**src/design/rmq_sqrt.sv**
```systemverilog
// ----------------------------------------------------------------------------
// rmq_sqrt
// Pipelined integer square root, one result bit per register stage, with a
// sideband word that travels alongside the operand.
// ----------------------------------------------------------------------------
`default_nettype none

module rmq_sqrt #(
  parameter int XW  = 32,
  parameter int SBW = 8
) (
  input  wire logic            clk,
  input  wire logic            rst_n,
  input  wire logic            en,
  input  wire logic            in_valid,
  input  wire logic [XW-1:0]   in_x,
  input  wire logic [SBW-1:0]  in_sb,
  output logic                 out_valid,
  output logic [XW/2-1:0]      out_root,
  output logic [SBW-1:0]       out_sb
);

  localparam int RW = XW / 2;

  logic [RW+1:0]  rem_r  [RW+1];
  logic [RW-1:0]  root_r [RW+1];
  logic [XW-1:0]  xs_r   [RW+1];
  logic [SBW-1:0] sb_r   [RW+1];
  logic           vld_r  [RW+1];

  // operand capture
  always_ff @(posedge clk) begin
    if (!rst_n) begin
      vld_r[0] <= 1'b0;
    end else if (en) begin
      vld_r[0] <= in_valid;
    end
  end

  always_ff @(posedge clk) begin
    if (en) begin
      rem_r[0]  <= '0;
      root_r[0] <= '0;
      xs_r[0]   <= in_x;
      sb_r[0]   <= in_sb;
    end
  end

  // one root bit per stage
  for (genvar k = 0; k < RW; k++) begin : g_stage
    logic [RW+3:0] trem;
    logic [RW+3:0] trial;
    logic          ge;

    always_comb begin
      trem  = {rem_r[k], xs_r[k][XW-1:XW-2]};
      trial = (RW+4)'({root_r[k], 2'b01});
      ge    = trem >= trial;
    end

    always_ff @(posedge clk) begin
      if (!rst_n) begin
        vld_r[k+1] <= 1'b0;
      end else if (en) begin
        vld_r[k+1] <= vld_r[k];
      end
    end

    always_ff @(posedge clk) begin
      if (en) begin
        rem_r[k+1]  <= ge ? (RW+2)'(trem - trial) : (RW+2)'(trem);
        root_r[k+1] <= (RW)'({root_r[k], ge});
        xs_r[k+1]   <= xs_r[k] << 2;
        sb_r[k+1]   <= sb_r[k];
      end
    end
  end

  assign out_valid = vld_r[RW];
  assign out_root  = root_r[RW];
  assign out_sb    = sb_r[RW];

endmodule

`default_nettype wire

```
**config.mk**
```make
export PLATFORM = sky130hd
export DESIGN_NAME = rmq_sqrt
export DESIGN_NICKNAME = d
export VERILOG_FILES = /design/src/design/rmq_sqrt.sv
export SDC_FILE = /design/constraint.sdc
export NUM_CORES = 1
export LEC_CHECK = 0
export BUFFER_PORTS_ARGS = -buffer_cell sky130_fd_sc_hd__buf_4
export CAP_MARGIN = 15
export CORE_MARGIN = 5
export CORE_UTILIZATION = 40
export DETAILED_ROUTE_END_ITERATION = 8
export PLACE_DENSITY = 0.65
export SYNTH_ARGS = -nofsm -noshare
export SYNTH_HDL_FRONTEND = slang
export SYNTH_SLANG_ARGS = --single-unit
```
**constraint.sdc**
```tcl
create_clock -name clk -period 3.8 [get_ports clk]
set_input_delay 0.57 -clock clk [delete_from_list [all_inputs] [get_ports clk]]
set_output_delay 0.57 -clock clk [all_outputs]
set_load 0.02 [all_outputs]
```
==> results of run 1 <==
## worst max-delay path, stage by stage (launching register included)
cell and delay (ns):
edfxtp_1 0.41, inv_1 0.06, ha_1 0.40, nand4_1 0.25
nor4_1 0.57, nor2_1 0.16, a31oi_2 0.23, buf_4 0.28
mux2_2 0.40
## cell usage after synthesis, types with 26 or more instances
cell type  count
edfxtp_1     810
inv_1        181
ha_1         153
nor2_1       152
a21oi_1      124
xnor2_1       99
nand2_1       81
xor2_1        79
o21ai_0       70
nor3_1        55
mux2_2        43
o21a_1        40
nand3_1       38
a21o_1        36
nand4_1       27
nor4_1        26
## worst max-delay path by stage
stage	startpoint	endpoint	slack [ns]	cells after the start
6_report	root_r[0][214]	rem_r[0][259]	0.76	8
5_1_grt	root_r[0][163]	rem_r[0][211]	0.54	8
4_1_cts	root_r[0][214]	rem_r[0][259]	0.77	8
3_5_place_dp	root_r[0][214]	rem_r[0][259]	0.80	8
3_3_place_gp	rem_r[0][240]	rem_r[0][259]	0.80	7
2_1_floorplan	rem_r[0][126]	rem_r[0][146]	1.24	7
## cell type report
type                            count  area (um2)  share of cell area [%]
Multi-Input combinational cell   1346        9730                    24.4
Clock inverter                     56         666                    1.67
Inverter                          183         687                    1.72
Clock buffer                      102        2270                    5.70
Sequential cell                   811       24300                    61.0
Timing Repair Buffer               91         741                    1.86
Tap cell                         1155        1450                    3.62
## stage by stage
step	cells	instance area, um2	setup WS (ns)
after floorplan	2372	34900	1.24
after global placement	3586	36900	0.797
after detailed placement	3586	36900	0.797
after CTS	3744	39900	0.775
after global routing	3744	39900	0.541
final	3744	39900	0.761
## sequential cells by signal, summed over array words and instances (netlist names)
register  count
xs_r        272
sb_r        136
root_r      136
vld_r        17
rem_r       250
## cell families (layout without fill, tap and decap cells)
kind of cell               Yosys count  in the layout
and+or+nand+nor                    543            543
adders and majority gates          153            153
muxes                               60             60
AOI/OAI and AO/OA                  410            410
buffers and inverters              215            432
DFF                                811            811
xor gates and xnor gates           179            179
other                                1              1
## routing by layer
| metal | vias up | GRT usage, % | part of all wire [%] |
|---|---|---|---|
| li1 | 9269 | - | - |
| met1 | 9138 | 16.9 | 45 |
| met2 | 345 | 21.1 | 48 |
| met3 | 106 | 2.58 | 4.5 |
| met4 | 0 | 4.01 | 2.2 |
| met5 | - | 0 | 0 |
## power by group
| part | switching (W) | leakage (nW) | internal [W] |
|---|---|---|---|
| combinational | 0.00154 | 5.74 | 0.00118 |
| clock | 0.00341 | 1.43 | 0.00518 |
| sequential | 0.000445 | 7.81 | 0.0109 |
==> flow_metrics.tcl, run 1 <==
set metrics [dict create \
    finalWeightedCongestion 0.866 \
    cts_buffer_depth 3 \
    cts_hold_buf 0 \
    io_pins 69 \
    hold_violations 0 \
    async_flop_share_pct 0 \
    synthesis.area_mm2 0.0349 \
    period_needed_ns 3.04 \
    final_common_cell "edfxtp_1" \
    max_freq_mhz 329 \
    ys_seq_area_share_pct 69.7 \
    peakVddDrop_uv 385 \
    r2r_slack_ns 0.76 \
    synth-simple-area-share_pct 8.18 \
    cp_max_fo 17 \
    fill_cells 7569 \
    post_cts_buffers 0 \
    cts_sinks 811 \
    hold_path_startpoint "in_sb[1]" \
    overflow 0 \
    vias 18858 \
    ys_ff_latch 811 \
    drcViolationCount 0 \
    synth_adder_area_share_pct 5.48 \
    drive_above_1_share_pct 11.8 \
    die_width_um 305 \
    setup_violations 0 \
    cp-end-kind "flop" \
    synth_ff_type "edfxtp_1" \
    ys_types 88 \
    antenna_found_initial 0 \
    cts.htree.levels 3 \
    holdCritPathClass "in -> reg" \
    clk_pin_slew_ns 0.06 \
    core_area_mm2 0.0868 \
    wl_per_cell_um 16.0 \
    synth_top_area_cell "edfxtp_1" \
    grt_max_degree 116 \
    vias_per_cell 5.04 \
    outcome "finished clean" \
    final_core_util_pct 46.0 \
    start_util_pct 40.3 \
    drtPass1Iterations 5 \
    power.leakage_nw 15.0 \
    routed_wl_um 59800 \
    cts_made_buffers 87 \
    synth_top_cell_area_share_pct 69.7 \
    synth_edf_count 810 \
    diodes 0 \
    grt_pass1_vias 19225 \
    area_growth_pct 14.2 \
    worst_slew_pin_slew_ns 0.912 \
    ctsResizeCount 0 \
    clk_latency_ns 0.63 \
    synth.avg_cell_area_um2 14.7 \
    cts_root_buffer "clkbuf_16" \
    postRouteAntennaNets 0 \
    worstPathArrival_ns 3.41 \
    rsz0062_at_grt "no" \
    setup_tns_ns 0 \
    synth_area_leaders "edfxtp_1, ha_1, xnor2_1" \
    synth_top_family_by_area "simple AND/OR/NAND/NOR gates" \
    layout_common_cells "edfxtp_1, inv_1, ha_1" \
    hold_end "sb_r[0][1]" \
    layout.nets 2717 \
    max-cap-violations 0 \
    slew_headroom_pct 37.6 \
    synthCells 2372 \
    place_hpwl_um 40700 \
    synth_mux_area_share_pct 1.93 \
    num_rows 108 \
    drt_iter0_markers 1148 \
    track_usage_pct 12.7 \
    port_buffers 68 \
    worstSetupPathType "reg -> reg" \
    fin_crit_sh_pct 80.0 \
    grt_pass1_wl_um 98200 \
    hold_depth 1 \
    rr_worst_depth 8 \
    die_area_mm2 0.0933 \
    r2r-end "rem_r[0][259]" \
    cts_tree "done" \
    finalClockSkew_ns 0.0186 \
    synth_compound_area_share_pct 7.76 \
    whs_ns 0.111 \
    die_h_um 305 \
    report.power.total_w 0.0226 \
    yosysWarnings 0 \
    power_density_mw_per_mm2 567 \
    slew_violations 0 \
    r2r-start "root_r[0][214]" \
    synth_xor_area_share_pct 4.51 \
    syn_nets 2569 \
    cp_data_required_time_ns 4.17 \
    startpoint_type "flop" \
]
Power figures use the tool's default switching activity.
==> inputs of run 2 (changes only) <==
- ABC_AREA: unset -> 1
- clock period: 3.8 -> 2.8 ns (I/O delays scaled with it)
==> run 2 against run 1 <==
Synthesized area increased by 9.0%; worst setup slack got worse by 0.40 ns; flip-flop and latch count unchanged; clock skew increased by 0.0099 ns; utilization increased by 0.051 points; cell count increased by 35%; worst hold slack improved by 0.036 ns; final area increased by 9.3%; first-iteration DRC count increased by 34%; via count increased by 27%; register-to-register slack got worse by 0.40 ns.
==> flow_metrics.tcl, run 2 <==
set metrics [dict create \
    power.leakage_nw 18.0 \
    io_pins 69 \
    cts.htree.levels 3 \
    layout_common_cells "nand2_1, edfxtp_1, inv_1" \
    cp-end-kind "flop" \
    slew_headroom_pct 55.6 \
    synthesis.area_mm2 0.0381 \
    area_growth_pct 14.6 \
    ys_types 49 \
    ys_seq_area_share_pct 64.0 \
    hold_violations 0 \
    finalClockSkew_ns 0.0284 \
    cts_sinks 811 \
    worstSetupPathType "reg -> reg" \
    outcome "finished clean" \
    rsz0062_at_grt "no" \
    cp_max_fo 16 \
    cts_root_buffer "clkbuf_16" \
    pre_cts_ws_ns 0.424 \
    cp_slowest_cell "edfxtp_1" \
    cts_made_buffers 89 \
    worst_slew_pin_slew_ns 0.665 \
    regMostFlops "xs_r" \
    regArea_mm2 0.0243 \
    holdCritPathClass "in -> reg" \
    synth_edf_count 810 \
    period_needed_ns 2.44 \
    drive_above_1_share_pct 10.5 \
    postRouteAntennaNets 0 \
    synth_top_area_cell "edfxtp_1" \
    drcViolationCount 0 \
    start_util_pct 40.2 \
    clk_latency_ns 0.65 \
    routed_wl_um 74500 \
    vias_per_cell 4.75 \
    worst_slack_ns 0.362 \
    async_flop_share_pct 0 \
    setup_violations 0 \
    max_freq_mhz 410 \
    die_width_um 318 \
    final_common_cell "nand2_1" \
    top_regs "xs_r (272), rem_r (250)" \
    cp_cell_sequence "ha_1 -> a21oi_1 -> o21ai_2 -> inv_1 -> nor2_1 -> nor2_2 -> nand2_1 -> inv_2 -> o21ai_1" \
    netlist_top_cells_count "nand2_1, edfxtp_1, inv_1, nor2_1, nand3_1" \
    multiInputGateArea_mm2 0.0116 \
    vias 23954 \
    clk_pin_slew_ns 0.06 \
    grt_max_degree 131 \
    syn_nets 3699 \
    core_area_mm2 0.0947 \
    finalWeightedCongestion 0.864 \
    synth_top_cell_area_share_pct 63.9 \
    power_density_mw_per_mm2 708 \
    peakVddDrop_uv 487 \
    port_buffers 68 \
    yosysWarnings 0 \
    antenna_found_initial 1 \
    cts_buffer_depth 3 \
    drt_iter0_markers 1533 \
    overflow 0 \
    fill_cells 8742 \
    synth_area_leaders "edfxtp_1, nand2_1, ha_1" \
    max-cap-violations 0 \
    synthCells 3502 \
    grt_pass1_vias 23659 \
    slew_violations 0 \
    diodes 0 \
    worstPathArrival_ns 2.82 \
    place_hpwl_um 53600 \
    ctsResizeCount 0 \
    ys_ff_latch 811 \
    layout.nets 3903 \
    startpoint_type "flop" \
    die_area_mm2 0.101 \
    setup_tns_ns 0 \
    cp_slowest_stage_delay_ns 0.40 \
    track_usage_pct 14.6 \
    largest_register_ffs 272 \
    cp_data_required_time_ns 3.18 \
    cts_tree "done" \
    yosysMostFrequentCell "nand2_1" \
    die_h_um 318 \
    wl_per_cell_um 14.8 \
    drtPass1Iterations 5 \
    num_rows 113 \
    fin_crit_sh_pct 87.1 \
    synth_ff_type "edfxtp_1" \
    synth.avg_cell_area_um2 10.9 \
    grt_pass1_wl_um 121000 \
]
-- run 2: where the power goes --
part | switching (W) | internal (W)
clock | 0.00470 | 0.00679
combinational | 0.00265 | 0.00151
sequential | 0.000579 | 0.0147
total | 0.00793 | 0.0230
-- run 2: worst paths after layout --
check | depth (start not counted) | end | startpoint | slack, ns
max | 9 | rem_r[0][132] | rem_r[0][109] | 0.36
max reg2reg | 9 | rem_r[0][132] | rem_r[0][109] | 0.36
min | 3 | vld_r[0] | in_valid | 0.15
min reg2reg | 0 | xs_r[0][318] | xs_r[0][284] | 0.40
-- run 2: critical path: cells and delay by family, from the launching register on --
kind	cells	cell delay, ns
AND/OR/NAND/NOR	3	0.49
AO/OA/AOI/OAI	3	0.48
buffers and inverters	2	0.42
flip-flops	1	0.40
adder cells (fa/ha/maj)	1	0.39
-- run 2: cell type report --
cell class | instances | share of cell area [%]
Clock buffer | 105 | 5.25
Clock inverter | 57 | 1.39
Inverter | 500 | 4.33
Multi-Input combinational cell | 2163 | 26.5
Sequential cell | 811 | 55.8
Tap cell | 1265 | 3.63
Timing Repair Buffer | 141 | 3.05
-- run 2: what timing repair did --
item / CTS / global route
hold buffers: 41 / 0
hold endpoints to repair: 41 / 0
setup buffers: 0 / 0
-- run 2: logic make-up after synthesis --
family | synth area share, %
simple gates | 17.7
flops | 64.0
buf+inv | 5.64
compound gates | 5.42
fa+ha+maj | 5.03
xor+xnor | 2.23
other cells | 0.00985
-- run 2: per-stage QoR --
step                      area [um2]  total power [W]  util (%)  instances  hold slack, ns
final                          43600           0.0309      46.0       5042           0.147
after global routing           43600           0.0326      46.0       5042           0.100
after detailed placement       40300           0.0196      42.5       4839           0.405
after global placement         40300           0.0195      42.5       4839           0.400
after floorplan                38100           0.0182         -       3502           0.400
after CTS                      43600           0.0314      46.0       5042          0.0804
-- run 2: layer usage --
metal  share of wire (%)  routed length, um  GRT usage (%)
met5              0.0094                  7              0
met4                 3.1               2350           5.35
met3                 4.8               3560           2.66
met2                  47              34900           24.2
met1                  45              33600           19.3
==> inputs of run 3 (changes only) <==
- ABC_AREA: 1 -> unset
==> run 3 against run 2 <==
Flip-flop and latch count unchanged; worst setup slack got worse by 0.25 ns; cell count decreased by 24%; count of clock-buffer cells in the layout down 7; combinational power down 6.5%; sequential share of layout area grew 3.7 points; critical path depth is 1 lower; largest power group unchanged; highest routed layer is now met4; worst hold slack worse by 0.043 ns; clock skew rose by 0.0028 ns; sequential power hardly changed.
==> flow_metrics.tcl, run 3 (synthesis gave the netlist of run 1 again) <==
set metrics [dict create \
    met2_length_um 30200 \
    track_usage_pct 12.9 \
    max_freq_mhz 372 \
    drive_above_1_share_pct 13.6 \
    top_layer "met4" \
    routed_wl_um 60900 \
    overflow 0 \
    p_clk_share_pct 37.8 \
    grt_pass1_wl_um 99800 \
    max-cap-violations 0 \
    fill_cells 7477 \
    setup_violations 0 \
    rsz0062_at_grt "no" \
    power_density_mw_per_mm2 758 \
    postRouteAntennaNets 0 \
    regMostFlops "xs_r" \
    outcome "finished clean" \
    cp_max_fo 10 \
    final_core_util_pct 47.1 \
    io_pins 69 \
    die_width_um 305 \
    wl_met3_um 2590 \
    grt_pass1_vias 19524 \
    worstPathArrival_ns 3.05 \
    finalWeightedCongestion 0.884 \
    final_common_cell "edfxtp_1" \
    p_comb_share_pct 12.6 \
    place_hpwl_um 41900 \
    cts_buffer_depth 3 \
    cp-end-kind "flop" \
    cp_cell_sequence "ha_1 -> nor2b_1 -> o31a_1 -> o31ai_4 -> nand3b_2 -> nor4_4 -> buf_4 -> mux2_2" \
    power.net_switching_w 0.00751 \
    antenna_found_initial 1 \
    wl_met1_um 26400 \
    die_area_mm2 0.0933 \
    cp_slowest_cell "edfxtp_1" \
    cp_slowest_stage_delay_ns 0.40 \
    holdCritPathClass "in -> reg" \
    clk_latency_ns 0.64 \
    core_area_mm2 0.0868 \
    diodes 0 \
    cts_root_buffer "clkbuf_16" \
    slew_headroom_pct 52.1 \
    drt_iter0_markers 1102 \
    start_util_pct 40.3 \
    p_int_w 0.0235 \
    cts_tree "done" \
    placed_cell_area_mm2 0.0374 \
    peakVddDrop_uv 842 \
    layout_common_cells "edfxtp_1, inv_1, nor2_1" \
    fin_crit_sh_pct 95.9 \
    grt_max_degree 126 \
    vias 19309 \
    largest_register_ffs 272 \
    setup_tns_ns 0 \
    slew_violations 0 \
    whs_ns 0.104 \
    die_h_um 305 \
    num_rows 108 \
    layout.nets 2809 \
    final_area_mm2 0.0409 \
    cp_data_required_time_ns 3.17 \
    area_growth_pct 17.1 \
    cts_sinks 811 \
    wl_per_cell_um 15.9 \
    drcViolationCount 0 \
    startpoint_type "flop" \
    port_buffers 68 \
    drtPass1Iterations 5 \
    finalClockSkew_ns 0.0312 \
    top_regs "xs_r (272), rem_r (250)" \
    worst_slew_pin_slew_ns 0.709 \
    hold_violations 0 \
    fin_cells 3841 \
    cts.htree.levels 3 \
    period_needed_ns 2.68 \
    p_sw_share_pct 24.2 \
    place_inst 3633 \
    vias_per_cell 5.03 \
    clk_pin_slew_ns 0.06 \
    cts_made_buffers 88 \
    worstSetupPathType "reg -> reg" \
    p_seq_share_pct 49.6 \
    power.leakage_nw 15.4 \
]
==> run 3: cell count changes in the layout (fill, tap and decap cells not counted), sizes merged, moves of 39 or more <==
cell   delta
mux2     +51
nand3   -159
buf      +42
xnor2    +58
nand2   -826
o21ai    -77
inv     -314
a21oi    -39
nor2    -175
==> run 3: path summary, 6_finish.rpt <==
| kind | startpoint | end | slack, ns | cells after the start |
|---|---|---|---|---|
| worst max-delay path | rem_r[0][126] | rem_r[0][150] | 0.12 | 8 |
| worst min-delay path | in_valid | vld_r[0] | 0.10 | 2 |
| worst max register to register | rem_r[0][126] | rem_r[0][150] | 0.12 | 8 |
| worst min register to register | xs_r[0][311] | xs_r[0][345] | 0.41 | 0 |
==> run 3: metrics by stage <==
step / power, W / setup WS (ns)
floorplan: 0.0180 / 0.244
global placement: 0.0193 / -0.0377
detailed placement: 0.0194 / -0.0285
CTS: 0.0313 / 0.0424
global route: 0.0324 / 0.000325
finish: 0.0310 / 0.115
==> run 3: cell type report <==
| class | count | area (um2) | share of cell area, % |
|---|---|---|---|
| inverters | 183 | 687 | 1.68 |
| clock inverters | 66 | 742 | 1.81 |
| multi-input cells | 1346 | 9780 | 23.9 |
| flip-flops and latches | 811 | 24300 | 59.5 |
| clock buffers | 98 | 2240 | 5.48 |
| well taps | 1155 | 1450 | 3.53 |
| repair buffers | 182 | 1650 | 4.03 |
==> run 3: what timing repair did <==
| item | 4_1_cts | 5_1_grt |
|---|---|---|
| hold buffers | 40 | 0 |
| buffers inserted | 0 | 4 |
| endpoints found under the hold margin | 40 | 0 |
| setup endpoints to repair | 2 | 18 |
| resized for setup | 3 | 10 |
| pin swaps | 0 | 3 |
==> run 3: worst max-delay path, delay by kind of cell, from the launching register on <==
kind	cells	cell delay [ns]
flops	1	0.40
mux	1	0.35
simple gates	3	0.50
fa+ha+maj	1	0.36
buf+inv	1	0.25
compound gates	2	0.54
==> run 3: power by group through the flow <==
stage	clock network [W]	registers, W	logic, W
2_1_floorplan	0	0.0154	0.00264
3_3_place_gp	0	0.0156	0.00372
3_5_place_dp	0	0.0156	0.00380
4_1_cts	0.0121	0.0154	0.00387
5_1_grt	0.0126	0.0155	0.00433
6_report	0.0117	0.0154	0.00389
==> run 3: routing by layer <==
layer	vias to the layer above	global-route usage, %
met4	0	4.64
met2	398	22.2
met1	9319	16.3
li1	9455	-
met5	-	0
met3	137	2.53
